### config.mk
export PLATFORM = sky130hd
export DESIGN_NAME = sci_cfg
export DESIGN_NICKNAME = d
export VERILOG_FILES = /design/src/sv/assert_macros.svh /design/src/sv/sci_pkg.sv /design/src/sv/sci_cfg.sv
export SDC_FILE = /design/constraint.sdc
export NUM_CORES = 1
export LEC_CHECK = 0
export BUFFER_PORTS_ARGS = -buffer_cell sky130_fd_sc_hd__buf_2
export CAP_MARGIN = 15
export CORE_UTILIZATION = 45
export CTS_BUF_LIST = sky130_fd_sc_hd__clkbuf_4 sky130_fd_sc_hd__clkbuf_8 sky130_fd_sc_hd__clkbuf_16
export DETAILED_ROUTE_END_ITERATION = 7
export PLACE_DENSITY_LB_ADDON = 0.1
export SLEW_MARGIN = 20
export SYNTH_ARGS = -nofsm -noshare
export SYNTH_HDL_FRONTEND = slang
export SYNTH_SLANG_ARGS = --single-unit
### constraint.sdc
create_clock -name clk -period 1.4 [get_ports clk]
set_clock_uncertainty 0.1 [all_clocks]
set_input_delay 0.07 -clock clk [delete_from_list [all_inputs] [get_ports clk]]
set_output_delay 0.07 -clock clk [all_outputs]
set_load 0.005 [all_outputs]
### src/sv/assert_macros.svh
`ifndef ASSERT_MACROS_SVH
`define ASSERT_MACROS_SVH

// Check a condition at every clock edge outside reset.
`define SCI_CHECK(lbl, expr, msg) \
  lbl: assert property (@(posedge clk) disable iff (!rst_n) (expr)) else $error(msg);

// Check that a condition leads to another in the next cycle.
`define SCI_CHECK_NEXT(lbl, ante, cons, msg) \
  lbl: assert property (@(posedge clk) disable iff (!rst_n) (ante) |=> (cons)) else $error(msg);

`endif

### src/sv/sci_pkg.sv
package sci_pkg;

  localparam int SW      = 66;
  localparam int TW      = 17;
  localparam int CfgW    = 32;
  localparam int AddrW   = 3;

  localparam int QDepth  = 4;
  localparam int QPtrW   = 2;
  localparam int QCntW   = 3;

  localparam int FrontStages = 8;
  localparam int BackStages  = SW + TW + 5;

  localparam logic [CfgW-1:0] ThreshReset = 32'd42950;
  localparam logic            RegThresh   = 1'b0;

  typedef enum logic [1:0] {
    CLS_NONE,
    CLS_ONE,
    CLS_TWO
  } root_cls_t;

  typedef struct packed {
    logic signed [31:0] start_x;
    logic signed [31:0] start_y;
    logic signed [31:0] start_z;
    logic signed [31:0] end_x;
    logic signed [31:0] end_y;
    logic signed [31:0] end_z;
    logic signed [31:0] center_x;
    logic signed [31:0] center_y;
    logic        [30:0] radius;
  } in_item_t;

  typedef struct packed {
    logic signed [31:0] sx;
    logic signed [31:0] sy;
    logic signed [31:0] sz;
    logic signed [32:0] dx;
    logic signed [32:0] dy;
    logic signed [32:0] dz;
  } seg_t;

  typedef struct packed {
    root_cls_t          cls;
    logic signed [66:0] h;
    logic        [65:0] a;
    seg_t               seg;
  } job_t;

  typedef struct packed {
    logic [131:0] q;
    job_t         job;
  } work_t;

  typedef struct packed {
    logic               hit;
    logic signed [31:0] px;
    logic signed [31:0] py;
    logic signed [31:0] pz;
    logic        [16:0] t;
  } point_t;

endpackage

### src/sv/sci_cfg.sv
module sci_cfg (
  input  logic        clk,
  input  logic        rst_n,
  input  logic        psel,
  input  logic        penable,
  input  logic        pwrite,
  input  logic [2:0]  paddr,
  input  logic [31:0] pwdata,
  output logic [31:0] prdata,
  output logic        pready,
  output logic [31:0] thresh
);

  logic [31:0] thresh_r;
  logic        sel_thresh;

  assign sel_thresh = (paddr[2] == sci_pkg::RegThresh);
  assign pready     = 1'b1;
  assign prdata     = sel_thresh ? thresh_r : 32'd0;
  assign thresh     = thresh_r;

  always_ff @(posedge clk) begin
    if (!rst_n) begin
      thresh_r <= sci_pkg::ThreshReset;
    end else if (psel && penable && pwrite && sel_thresh) begin
      thresh_r <= pwdata;
    end
  end

endmodule

# After elaboration in Yosys (flattened, before gate mapping)
# Index checks and enable logic that the tools add are counted.
[word_totals]
reg_bits = 32
elab_cells = 6
[classes]
mux = 1
n_bitwise = 1
reduce_logical = 3
[ops]
columns = ["cell", "count"]
rows = [
  ["32-bit two-way mux", 1],
  ["1-bit logical AND", 3],
  ["1-bit NOT", 1],
]

# Longest topological paths before layout
[logic_depth]
word_depth = 3
mapped_depth = 4
mapped_depth_nobuf = 2

# Worst setup path after synthesis
# No wires, ideal clock.
[synth_timing]
kind = "input -> register"
startpoint = "input port paddr[2]"
endpoint = "register thresh_r[0] (netlist: thresh[0])"
setup_ns = 0.072
arrival_time_ns = 0.739
slack_ns = 0.490
stages = 4
path_buffers = 2
cell_sequence = "and4b_1 buf_6 buf_12 mux2i_1"
[synth_between]
elab_chain_len = 2
[synth_lines]
columns = ["item", "line_no", "source"]
rows = [
  ["start: declaration", "sci_cfg.sv:7", "input logic [2:0] paddr,"],
  ["1-bit NOT", "sci_cfg.sv:17", "assign sel_thresh = (paddr[2] == sci_pkg::RegThresh);"],
  ["1-bit logical AND", "sci_cfg.sv:25", "end else if (psel && penable && pwrite && sel_thresh) begin"],
  ["end signal: assignment", "sci_cfg.sv:24", "thresh_r <= sci_pkg::ThreshReset;"],
  ["end signal: assignment", "sci_cfg.sv:26", "thresh_r <= pwdata;"],
  ["end: declaration", "sci_cfg.sv:14", "logic [31:0] thresh_r;"],
]
# Every way passes these cells.
# A chain may end at the register's enable or synchronous reset.

# Final worst setup path
[layout_timing]
startpoint = "register thresh_r[6] (netlist: thresh[6])"
endpoint = "output port prdata[6]"
[layout_between]
elab_chain_len = 1
[layout_lines]
columns = ["item", "line_no", "source"]
rows = [
  ["32-bit two-way mux", "sci_cfg.sv:19", "assign prdata = sel_thresh ? thresh_r : 32'd0;"],
  ["end: declaration", "sci_cfg.sv:9", "output logic [31:0] prdata,"],
]
# Every way passes these cells.

==> results.sh <==
export IMPL_outcome="completed"
export IMPL_synth_area_per_cell_sq_um=8.942
export IMPL_critical_path_top_delay_family="flip-flops"
export IMPL_cts_sinks=32
export IMPL_place_inst=312
export IMPL_power_frac_comb=0.177
export IMPL_reg2reg_from="thresh[7]"
export IMPL_io_pins=105
export IMPL_slew_viol_final=0
export IMPL_crit_path_end_kind="primary output"
export IMPL_antenna_cells=0
export IMPL_core_area_sq_um=3363
export IMPL_synth_seq_area_share=0.4047
export IMPL_pwr_density_cell_nw_per_um2=689.0
export IMPL_fin_setup_tns_ps=0
export IMPL_cts_clk_slew_worst_paths_ps=90
export IMPL_layout_drive_gt1_share=0.3696
export IMPL_path_class="reg -> out"
export IMPL_numPortBuffers=101
export IMPL_grt_pass1_vias=1200
export IMPL_area_growth_pct=53.83
export IMPL_synth_area_sq_um=1583
export IMPL_period_share=0.8038
export IMPL_final_common_cell="buf_2"
export IMPL_fmax_mhz=888.7
export IMPL_num_rows=21
export IMPL_routed_wl_mm=3.717
export IMPL_antenna_left=0
export IMPL_ys_ff_latch=32
export IMPL_drtIter0Drc=36
export IMPL_holdBufCountCts=32
export IMPL_yosysUniqueCellTypes=12
export IMPL_cts_root_buffer="clkbuf_4"
export IMPL_grt_use_met2=0.3385
export IMPL_hold_viol=0
export IMPL_r2r_slack_ps=680
export IMPL_remaining_drc_errors=0
export IMPL_internal_power_mw=1.276
export IMPL_worstPathRequired_ps=1230
export IMPL_cts_resized=0
export IMPL_setup_viol=0
export IMPL_finish_instance_area_sq_um=2435
export IMPL_final_cell_mix="buf_2 (101), nor2b_1 (48), nand2_1 (46)"
export IMPL_synth_cells=177
export IMPL_antenna_found_initial=0
export IMPL_grt_ovfl_total=0
export IMPL_crit_fanout=3
export IMPL_dr_pass1_iters=2
export IMPL_vias_per_cell=4.384
export IMPL_yosysTopAreaCell="dfxtp_1"
export IMPL_min_to="thresh[30]"
export IMPL_crit_buf_inv=1
export IMPL_path_cells="nor2b_1 -> buf_2"
export IMPL_synthDominantCellAreaShare=0.4047
export IMPL_nNetsFinal=345
export IMPL_hold_path_class="in -> reg"
export IMPL_ys_warnings_count=0
export IMPL_avgRoutedWirePerCell_microns=10.65
export IMPL_hold_start="rst_n"
export IMPL_cpPeakStageDelay_ps=360
export IMPL_grt_max_degree=39
export IMPL_seqPwrFrac=0.562
export IMPL_p_sw_mw=0.4019
export IMPL_numCtsBuffers=5
export IMPL_irDropWorstVdd_mv=0.5318
export IMPL_synth_top_cells_by_area="dfxtp_1 (40%), mux2i_1 (20%), nor2b_1 (19%)"
export IMPL_crit_slowest_cell="dfxtp_1"
export IMPL_post_cts_buffers=0
export IMPL_tritoncts="done"
export IMPL_rsz0062_at_grt="no"
export IMPL_reg2reg_depth=2
export IMPL_initial_utilization=0.4706
export IMPL_maxCapViolations=0
export IMPL_crit_reg2reg_capture="thresh[7]"
export IMPL_clk_path_buf_depth=2
export IMPL_htree_levels=2
export IMPL_arrival_ps=960
export IMPL_die_w_microns=61.31
export IMPL_gr_usage_all_layers=0.2013
export IMPL_whs_path_depth=3
export IMPL_grt_pass1_wl_mm=5.402
export IMPL_die_area_sq_um=3758
export IMPL_die_h_microns=61.31
export IMPL_grt_use_met3=0.05252
export IMPL_grtUsageMet1=0.2349
export IMPL_power_share_clock=0.261
export IMPL_largest_reg_flops=32
export IMPL_dpl_hpwl_mm=2.218
export IMPL_syn_nets=217
export IMPL_top_usage_layer="met2"
export IMPL_switching_share=0.2396
export IMPL_gp_congestion=0.6616
export IMPL_final_cells=349
export IMPL_p_leak_nw=1.150
export IMPL_timing_final_crit_period_ps=1125
export IMPL_insertion_delay_ps=310
export IMPL_placed_cell_area_sq_um=2077
export IMPL_startpoint_type="flop"
export IMPL_via_count=1530
## tightest hold or removal path, stage by stage
cell and delay, ps:
buf_2 230, nand2_1 110, mux2i_1 50
## cell families (layout without fill, tap and decap cells)
family                 count (synthesis)  count (layout)  synth area share
other                                  1               1          0.002369
muxes                                 32              32            0.2024
DFF                                   32              32            0.4047
buffers and inverters                 15             141           0.07431
and+or+nand+nor                       97              97            0.3162
## metrics by stage
| step | power (mW) | setup slack, ps | utilization | hold slack [ps] |
|---|---|---|---|---|
| final | 1.678 | 274.7 | 0.7240 | 81.23 |
| after global routing | 1.765 | 191.1 | 0.7240 | 134.4 |
| after global placement | 1.188 | 283.2 | 0.6176 | 221.3 |
| after floorplan | 1.091 | 489.8 | - | 112.1 |
| after CTS | 1.697 | 268.0 | 0.7240 | 76.47 |
| after detailed placement | 1.190 | 257.7 | 0.6176 | 223.5 |
## metal layers
layer / wire length [microns] / up-vias
li1: - / 806
met1: 1667 / 664
met2: 1804 / 54
met3: 199 / 6
met4: 47 / 0
met5: 0 / -
## worst max path at each step
stage               startpoint    endpoint  slack (ps)  depth (start not counted)
detailed placement    paddr[2]  thresh[25]         260                          4
floorplan             paddr[2]   thresh[0]         490                          4
global route        thresh[26]  prdata[26]         190                          2
finish               thresh[6]   prdata[6]         270                          2
CTS                 thresh[31]  prdata[31]         270                          2
global placement      paddr[2]  thresh[19]         280                          4
## cells in the mapped netlist
cell type   n
clkbuf_1    9
nand2_1    46
dfxtp_1    32
buf_12      3
conb_1      1
and2b_2     2
mux2i_1    32
buf_4       1
buf_6       1
nor2b_1    48
and4b_1     1
buf_2       1
## power groups by stage
stage	sequential, mW	combinational [mW]	clock (mW)
floorplan	0.965	0.125	0
global placement	0.964	0.224	0
detailed placement	0.964	0.226	0
CTS	0.943	0.295	0.459
global route	0.947	0.330	0.488
finish	0.943	0.296	0.438
## final cells by class
cell class	count	area (sq um)
clock buffer	5	37.54
tap	46	57.56
timing repair buffer	136	873.3
sequential	32	640.6
multi-input combinational	130	825.8
fill	303	928.4
(Power assumes the default switching activity.)
