`config.mk`:
```
export PLATFORM = sky130hd
export DESIGN_NAME = sci_queue
export DESIGN_NICKNAME = d
export VERILOG_FILES = /design/src/sv/sci_pkg.sv /design/src/sv/sci_queue.sv
export VERILOG_INCLUDE_DIRS = /design/src /design/src/sv
export SDC_FILE = /design/constraint.sdc
export NUM_CORES = 1
export LEC_CHECK = 0
export ABC_AREA = 1
export BUFFER_PORTS_ARGS = -buffer_cell sky130_fd_sc_hd__buf_2
export CORE_AREA = 2 2 440 442
export CTS_CLUSTER_SIZE = 10
export DETAILED_ROUTE_END_ITERATION = 8
export DIE_AREA = 0 0 442 444
export MAX_ROUTING_LAYER = met4
export PLACE_DENSITY = 0.5
export SYNTH_ARGS = -nofsm -noshare
export SYNTH_HDL_FRONTEND = slang
export SYNTH_SLANG_ARGS = --single-unit
```
`constraint.sdc`:
```
create_clock -name clk -period 36.5 [get_ports clk]
set_clock_uncertainty 0.15 [all_clocks]
set_input_delay 5.475 -clock clk [delete_from_list [all_inputs] [get_ports clk]]
set_output_delay 5.475 -clock clk [all_outputs]
set_load 0.02 [all_outputs]
```
`src/sv/assert_macros.svh`:
```
`ifndef ASSERT_MACROS_SVH
`define ASSERT_MACROS_SVH

// Check a condition at every clock edge outside reset.
`define SCI_CHECK(lbl, expr, msg) \
  lbl: assert property (@(posedge clk) disable iff (!rst_n) (expr)) else $error(msg);

// Check that a condition leads to another in the next cycle.
`define SCI_CHECK_NEXT(lbl, ante, cons, msg) \
  lbl: assert property (@(posedge clk) disable iff (!rst_n) (ante) |=> (cons)) else $error(msg);

`endif

```
`src/sv/sci_pkg.sv`:
```
package sci_pkg;

  localparam int SW      = 66;
  localparam int TW      = 17;
  localparam int CfgW    = 32;
  localparam int AddrW   = 3;

  localparam int QDepth  = 4;
  localparam int QPtrW   = 2;
  localparam int QCntW   = 3;

  localparam int FrontStages = 8;
  localparam int BackStages  = SW + TW + 5;

  localparam logic [CfgW-1:0] ThreshReset = 32'd42950;
  localparam logic            RegThresh   = 1'b0;

  typedef enum logic [1:0] {
    CLS_NONE,
    CLS_ONE,
    CLS_TWO
  } root_cls_t;

  typedef struct packed {
    logic signed [31:0] start_x;
    logic signed [31:0] start_y;
    logic signed [31:0] start_z;
    logic signed [31:0] end_x;
    logic signed [31:0] end_y;
    logic signed [31:0] end_z;
    logic signed [31:0] center_x;
    logic signed [31:0] center_y;
    logic        [30:0] radius;
  } in_item_t;

  typedef struct packed {
    logic signed [31:0] sx;
    logic signed [31:0] sy;
    logic signed [31:0] sz;
    logic signed [32:0] dx;
    logic signed [32:0] dy;
    logic signed [32:0] dz;
  } seg_t;

  typedef struct packed {
    root_cls_t          cls;
    logic signed [66:0] h;
    logic        [65:0] a;
    seg_t               seg;
  } job_t;

  typedef struct packed {
    logic [131:0] q;
    job_t         job;
  } work_t;

  typedef struct packed {
    logic               hit;
    logic signed [31:0] px;
    logic signed [31:0] py;
    logic signed [31:0] pz;
    logic        [16:0] t;
  } point_t;

endpackage

```
`src/sv/sci_queue.sv`:
```
`include "assert_macros.svh"

module sci_queue (
  input  logic           clk,
  input  logic           rst_n,
  input  logic           push,
  input  sci_pkg::work_t wdata,
  output logic           full,
  input  logic           pop,
  output sci_pkg::work_t rdata,
  output logic           empty
);

  sci_pkg::work_t mem_r [sci_pkg::QDepth];
  logic [sci_pkg::QPtrW-1:0] wr_ptr_r, rd_ptr_r;
  logic [sci_pkg::QCntW-1:0] cnt_r, cnt_nxt;

  assign full  = (cnt_r == 3'(sci_pkg::QDepth));
  assign empty = (cnt_r == '0);
  assign rdata = mem_r[rd_ptr_r];

  always_comb begin
    cnt_nxt = cnt_r;
    case ({push, pop})
      2'b10:   cnt_nxt = cnt_r + 3'd1;
      2'b01:   cnt_nxt = cnt_r - 3'd1;
      default: cnt_nxt = cnt_r;
    endcase
  end

  always_ff @(posedge clk) begin
    if (push) begin
      mem_r[wr_ptr_r] <= wdata;
    end
  end

  always_ff @(posedge clk) begin
    if (!rst_n) begin
      wr_ptr_r <= '0;
      rd_ptr_r <= '0;
      cnt_r    <= '0;
    end else begin
      if (push) wr_ptr_r <= wr_ptr_r + 2'd1;
      if (pop)  rd_ptr_r <= rd_ptr_r + 2'd1;
      cnt_r <= cnt_nxt;
    end
  end

  `SCI_CHECK(a_q_bound, cnt_r <= 3'(sci_pkg::QDepth), "queue count above depth")
  `SCI_CHECK(a_q_no_overrun, !(push && full), "word pushed into full queue")
  `SCI_CHECK_NEXT(a_q_grow, push && !pop, cnt_r == $past(cnt_r) + 3'd1, "queue count did not grow")

endmodule

```
-- Word level (Yosys, flattened, before mapping)
Memories as Yosys holds them, arrays and structs flattened. A register that Yosys moved wholly into a read port is not among the register bits.
Cells that the tools add are included.
- latch bits: 0
- logic and storage cells: 18
- bits in writable memories: 1848
- flip-flop bits (word level): 7
- memories: 1
- bits in read-only memories: 0
- memory list (name ; words ; width ; rd ports ; clocked after Yosys merged registers in ; write ports ; line ; text):
    mem_r ; 4 ; 462 ; 1 ; 1 ; 1 ; sci_queue.sv:14 ; sci_pkg::work_t mem_r [sci_pkg::QDepth];
- add/sub/neg operators: 4
- reductions and logical operators: 2
- equality and inequality tests: 3
- divide/modulo/power cells: 0
- muxes and demuxes: 5
- multiply operators: 0
- shift-type cells: 0
- bitwise logic cells: 0
- order comparisons: 0
- operators by type and width (kind ; count):
    $pmux W3 S2 ; 1
    $add A2 B1 Y2 const B ; 2
    $mux W2 ; 2
    $add A3 B1 Y3 const B ; 1
    $eq A3 B3 Y1 const B ; 1
    $logic_not A3 Y1 ; 1
    $sub A3 B1 Y3 const B ; 1
    $eq A2 B1 Y1 const B ; 1
    $eq A2 B2 Y1 const B ; 1
    $mux W1 ; 2
    $reduce_bool A2 Y1 ; 1

-- Depth between registers and ports, before layout
Gate-level depths: netlist of the first run.
- word-level depth: 3
- gate-level depth with buffers: 10
- depth with buffers taken out: 10

-- Least setup slack after synthesis of the first run
No wires, ideal clock.
- path type: in2reg
- from: in push
- to: mem mem_r[0][0] in the netlist's numbering, enable pin
- arrival time: 14.347 ns
- setup slack: 21.194 ns
- cell stages on the path: 2
- path through: nand2_1 -> inv_1
- word-level cells in the longest chain between the ends: 2
- ends and longest elaborated chain (element ; line ; text):
    start: declaration ; sci_queue.sv:6 ; input logic push,
    $mux W1 ; sci_queue.sv:32 ; if (push) begin
    $mux W1 (not written as such) ; sci_queue.sv:33 ; mem_r[wr_ptr_r] <= wdata;
    end: declaration ; sci_queue.sv:14 ;
Every way passes these cells.

==> run metrics, run 1 <==
status finished clean; Crit Path Category reg -> out; CP endpoint kind primary output; asr flop ratio synth 0%; # DRC 0; gr ovfl total 0; Netlist cell types 23; Post-DRT Antenna Nets 0; sequential area share after synthesis 81.1%; largest net degree at the start of global routing 243; Layout Nets around 6000; Internal Power roughly 3.6 mW; syn avg cell area ~15 µm²; gr usage total a little under a fifth; Synth warnings 0; ranking of synthesized cells by area edfxtp_1 (81%), o21ai_0 (6.7%), nor2_1 (5.1%); crit path max fanout between 200 and 250; CP Cell Sequence inv_16 -> buf_4 -> buf_4 -> buf_4 -> o21ai_0 -> o22ai_1 -> buf_2; Initial DRC Count around 2900; Net Sw Power between 1 and 1.5 mW; total clock sinks between 1500 and 2000; worst hold path class reg -> reg; Slew Limit Headroom approximately 7.0%; Post-CTS Setup Inserts 0; clock root buffer clkbuf_16; Max Slew Vio Count 0; Layout area overhead 18.2%; antenna violations before repair 101; Gate power share between 10% and 20%; FF-to-FF End mem_r[3][31]$_DFFE_PP_; DP HPWL around 110000 µm; Bufs and invs on worst path 5; number of global-route vias before repair a little under 40000; drt first pass iters 7; Final Setup Violations 0; worst endpoint required time between 30 and 40 ns; cts repair resizes 0; Synth Cell Area 68600 µm²; Worst setup SP type flop; hold path start rd_ptr_r[1]$_SDFFE_PN0P_; Leak about 28 nW; clk_lat worst skew about 0.81 ns; Final Hold Viols 0; EDFF count, synth approximately 1800; vias per cell 5.11; Synth area leader edfxtp_1; CTS tree built; critical path data arrival time approximately 5.5 ns; global-route wire length before repair roughly 270000 µm; Post-Route WL around 190000 µm; ys flop type edfxtp_1; Most Frequent Cell on Critical Path buf_4; fin crit share slightly above 30%; worst hold stages 1; Post-Synthesis Cells 4524; R2R setup slack 32.17 ns; crit-path leading delay family buffers and inverters; synth cell count leaders edfxtp_1 (1848), nor2_1 (927), o21ai_0 (922), o22ai_1 (462), clkbuf_1 (137); # hold bufs at CTS 0; max cap viols 0; Fmax achieved ~90 MHz; Die X 442 µm; most common cell in the netlist edfxtp_1; initial core utilization 35.8%; Min Clock Period, post-route around 11 ns; # placed instances 7721; non-filler instance count after layout 8054; TritonCTS Buffers between 200 and 250; Power Dens Cells just under 60 nW/µm²; Die Ht between 400 and 500 µm; register share of total power about 51%; r2r worst-path depth 6; Critical R2R Launch wr_ptr_r[0]$_SDFFE_PN0P_; Core Region 192000 µm²; Final Util around 42%; Yosys reg bits 1857; clock tree buffer depth 3; Rows 161; Final Wtd Congestion between 0.7 and 0.8; port bufs a little over 900; Least-Margin Pin Slew 1.39 ns; CTS clock-pin slew for the worst setup and hold paths about 0.06 ns; Max VDD drop around 0.000043 V; Clk pwr share about two fifths; sw frac 24.7%; RSZ-0062 raised after global routing false; Yosys top cell area share slightly above 80%; share of cells above drive strength 1 between 20% and 30%; maximum single-stage delay on the critical path about 0.9 ns; routed len/inst ~23 µm; maximum level of the CTS H-tree 4; Boundary Pins 930; syn nets ~5000; DR vias ~40000; Fin Setup TNS 0 ns; Worst path slowest cell buf_4; die area roughly 200000 µm²
==> metal layers <==
layer / GRT usage (%) / wire [µm]
met5: - / 0
met4: 8.20 / 8080
met3: 4.63 / 11400
met2: 30.5 / 92300
met1: 23.4 / 77400
==> layout make-up <==
cell class / count / area [µm²]
antenna: 61 / 153
fill: 17500 / 110000
clock buffer: 244 / 5430
multi-input combinational: 2343 / 11200
tap: 2526 / 3160
clock inverter: 28 / 333
inverter: 17 / 118
timing repair buffer: 978 / 5090
sequential: 1857 / 55700
==> registers in the layout (all words and copies together), names as in the netlist, named ones only <==
signal,flops
cnt_r,3
wr_ptr_r,2
mem_r,1848
rd_ptr_r,2
==> per-stage QoR <==
stage	total power [mW]	hold WS [ns]	setup slack (ns)	instance area [µm²]
2_1_floorplan	2.82	0.262	21.19	68600
3_3_place_gp	3.00	0.267	26.35	75200
3_5_place_dp	3.01	0.275	26.22	75200
4_1_cts	4.86	0.283	25.28	81000
5_1_grt	4.97	0.304	24.88	81100
6_report	4.80	0.278	25.37	81100
==> worst max path at each step <==
stage | startpoint | end | slack [ns] | depth (start not counted)
global route | flop | rdata[74] | 24.88 | 7
global placement | flop | rdata[46] | 26.35 | 7
finish | flop | rdata[51] | 25.37 | 7
detailed placement | flop | rdata[51] | 26.22 | 7
floorplan | push | mem_r[0][0]$_DFFE_PP_ | 21.19 | 2
CTS | flop | rdata[51] | 25.28 | 7
==> cell usage in the layout (no fill, tap or decap), types with 6 or more instances in the layout <==
cell type	count
diode_2	61
nor2_1	927
buf_4	43
clkbuf_1	32
buf_12	6
nand2_1	9
clkinv_1	8
clkbuf_16	212
edfxtp_1	1848
inv_1	11
o22ai_1	462
dfxtp_1	7
o21ai_1	8
buf_2	929
o21ai_0	922
==> power by group through the flow <==
stage / clock network, mW / registers (mW) / logic [mW]
2_1_floorplan: 0 / 2.54 / 0.280
3_5_place_dp: 0 / 2.51 / 0.499
3_3_place_gp: 0 / 2.51 / 0.497
5_1_grt: 1.97 / 2.47 / 0.529
6_report: 1.84 / 2.46 / 0.491
4_1_cts: 1.90 / 2.46 / 0.500
==> kinds of logic after synthesis <==
group                      synth area share (%)
AOI/OAI and AO/OA                          11.0
adders and majority gates                 0.120
buffers and inverters                      2.61
DFF                                        81.1
and+or+nand+nor                            5.15
Power figures use the tool's default switching activity.
==> run 2: changes to the inputs <==
- ABC_AREA: 1 -> 0
- CORE_AREA: 2 2 440 442 -> 2 2 435 437
- DIE_AREA: 0 0 442 444 -> 0 0 437 439
- clock period: 36.5 -> 11 ns (I/O delays scaled with it)
==> run 2 against run 1 <==
First-iteration DRC count fell by 37%. Routed wire length down 16%. Synthesized area shrank 2.4%. Worst setup slack worse by 20 ns. Clock-buffer cell count grew 22. Hold slack gained 0.087 ns. Die area fell by 2.2%. Register-to-register slack lost 25 ns.
==> run metrics, run 2 <==
status finished clean; Die X 437 µm; Final Setup Violations 0; initial core utilization 35.8%; non-filler instance count after layout between 6000 and 7000; Fin Setup TNS 0 ns; clock root buffer clkbuf_16; synth cell count leaders edfxtp_1 (1848), mux4_2 (462), buf_2 (28), buf_4 (23), buf_6 (20); most frequent cells in the layout edfxtp_1 (1848), buf_2 (929), mux4_2 (462); fin crit share around half; Synth warnings 0; Initial DRC Count 1829; drt first pass iters 6; Slew Limit Headroom between 20 and 30%; Bufs and invs on worst path 3; # DRC 0; CP Cell Sequence buf_4 -> buf_12 -> mux4_2 -> buf_2; cts repair resizes 0; Hold Slack ~0.37 ns; total clock sinks 1857; Post-DRT Antenna Nets 0; Layout area overhead 20.3%; total design power approximately 16 mW; critical path data arrival time ~3.9 ns; crit-path leading delay family buffers and inverters; RSZ-0062 raised after global routing false; Worst path slowest cell dfxtp_4; DR vias 30200; Top Registers mem_r: 1848 flops, cnt_r: 3 flops; Yosys reg bits about 1900; Final Wtd Congestion 0.754; ys flop type edfxtp_1; filler instances about 16000; antenna violations before repair roughly 110; Fmax achieved around 180 MHz; number of global-route vias before repair 31700; Max VDD drop ~0.00014 V; DP Area between 70000 and 80000 µm²; gr ovfl total 0; Post-CTS Setup Inserts 0; final instance area a little over 80000 µm²; # hold bufs at CTS 0; Die Ht 439 µm; Leak about 26 nW; Core Region 187000 µm²; syn avg cell area ~27 µm²; Crit Path Category reg -> out; worst hold path class reg -> reg; sequential area share after synthesis a little over 80%; routed len/inst 25.9 µm; Synth area leader edfxtp_1; # placed instances roughly 5800; largest net degree at the start of global routing 135; Boundary Pins 930; most common cell in the netlist edfxtp_1; clock tree buffer depth 3; Final Hold Viols 0; Min Clock Period, post-route around 5.7 ns; asr flop ratio synth 0%; clk_lat worst skew around 0.83 ns; maximum single-stage delay on the critical path approximately 0.80 ns; global-route wire length before repair 228000 µm; syn nets 2931; CTS tree built; Synth Cell Area approximately 67000 µm²; gr usage total between 10% and 20%; Rows 159; CP endpoint kind primary output; EDFF count, synth 1848; die area 192000 µm²; Max Slew Vio Count 0; Layout Nets 4003; ranking of synthesized cells by area edfxtp_1 (83%), mux4_2 (16%), buf_6 (0.34%); Post-Synthesis Cells ~2500; Least-Margin Pin Slew between 1 and 1.5 ns; max cap viols 0; DP HPWL around 100000 µm; commonest non-fill, non-tap cell in the layout edfxtp_1; Biggest register mem_r; Post-Route WL about 160000 µm; maximum level of the CTS H-tree 4; Yosys top cell area share 82.8%; Worst setup SP type flop; crit path max fanout ~120; Power Dens Cells around 200 nW/µm²; share of cells above drive strength 1 between 40% and 50%; vias per cell about 4.9; flip-flop count of the largest register after layout roughly 1800; CTS clock-pin slew for the worst setup and hold paths ~0.05 ns; Netlist cell types 22; port bufs just over 900; TritonCTS Buffers 208; worst endpoint required time just over 9 ns
run 2: cell count changes after synthesis, sizes merged, moves of 11 or more:
cell,before,now
clkbuf,152,14
buf,155,89
nor2,927,0
o22ai,462,0
inv,17,6
o21ai,930,2
mux4,0,462
run 2: tightest hold or removal path, cell delays in order, from the launching register on:
cell and delay (ns):
dfxtp_1 0.32, o21ai_0 0.07, a21boi_0 0.07
run 2: kinds of logic (layout without fill, tap and decap cells):
group / Yosys count / count (layout) / share of synthesized area, %
AOI/OAI and AO/OA: 3 / 3 / 0.0261
xor gates and xnor gates: 5 / 5 / 0.0654
adders and majority gates: 6 / 6 / 0.123
buffers and inverters: 109 / 1262 / 1.02
DFF: 1857 / 1857 / 83.1
muxes: 463 / 463 / 15.5
other: 0 / 59 / 0
and+or+nand+nor: 16 / 16 / 0.140
run 2: where the power goes:
part | total (mW) | internal (mW) | leakage (nW) | switching [mW]
Sequential | 8.22 | 8.15 | 17.0 | 0.0728
Clock | 6.08 | 3.45 | 2.80 | 2.63
Combinational | 1.74 | 0.642 | 6.56 | 1.10
run 2: through the flow:
step | utilization [%] | worst slack, ns
global placement | 39.9 | 6.07
global route | 43.1 | 4.97
CTS | 43.0 | 5.13
detailed placement | 39.9 | 6.06
floorplan | - | -2.06
finish | 43.1 | 5.31
run 2: layout make-up:
type                            count  area, µm²  area share (%)
Sequential cell                  1857      55700            69.1
Multi-Input combinational cell    493      10700            13.2
Clock buffer                      266       5420            6.73
Antenna cell                       59        148           0.183
Inverter                            6       22.5          0.0279
Clock inverter                     25        395           0.491
Tap cell                         2495       3120            3.87
Timing Repair Buffer              965       5130            6.37
run 2: worst paths after layout:
check / start / end / slack, ns / cells past startpoint
min: cnt_r[2]$_SDFFE_PN0P_ / cnt_r[2]$_SDFFE_PN0P_ / 0.37 / 2
max reg2reg: wr_ptr_r[0]$_SDFFE_PN0P_ / mem_r[0][164]$_DFFE_PP_ / 7.59 / 5
max: flop / rdata[393] / 5.31 / 4
min reg2reg: cnt_r[2]$_SDFFE_PN0P_ / cnt_r[2]$_SDFFE_PN0P_ / 0.37 / 2
run 2: metal layers:
layer	GRT usage [%]	vias up	wire length, µm	share of wire (%)
met3	5.64	396	11900	7.4
li1	-	12900	-	-
met5	-	-	0	0
met4	7.16	0	6640	4.2
met1	18.9	15900	59100	37
met2	27.8	932	82200	51
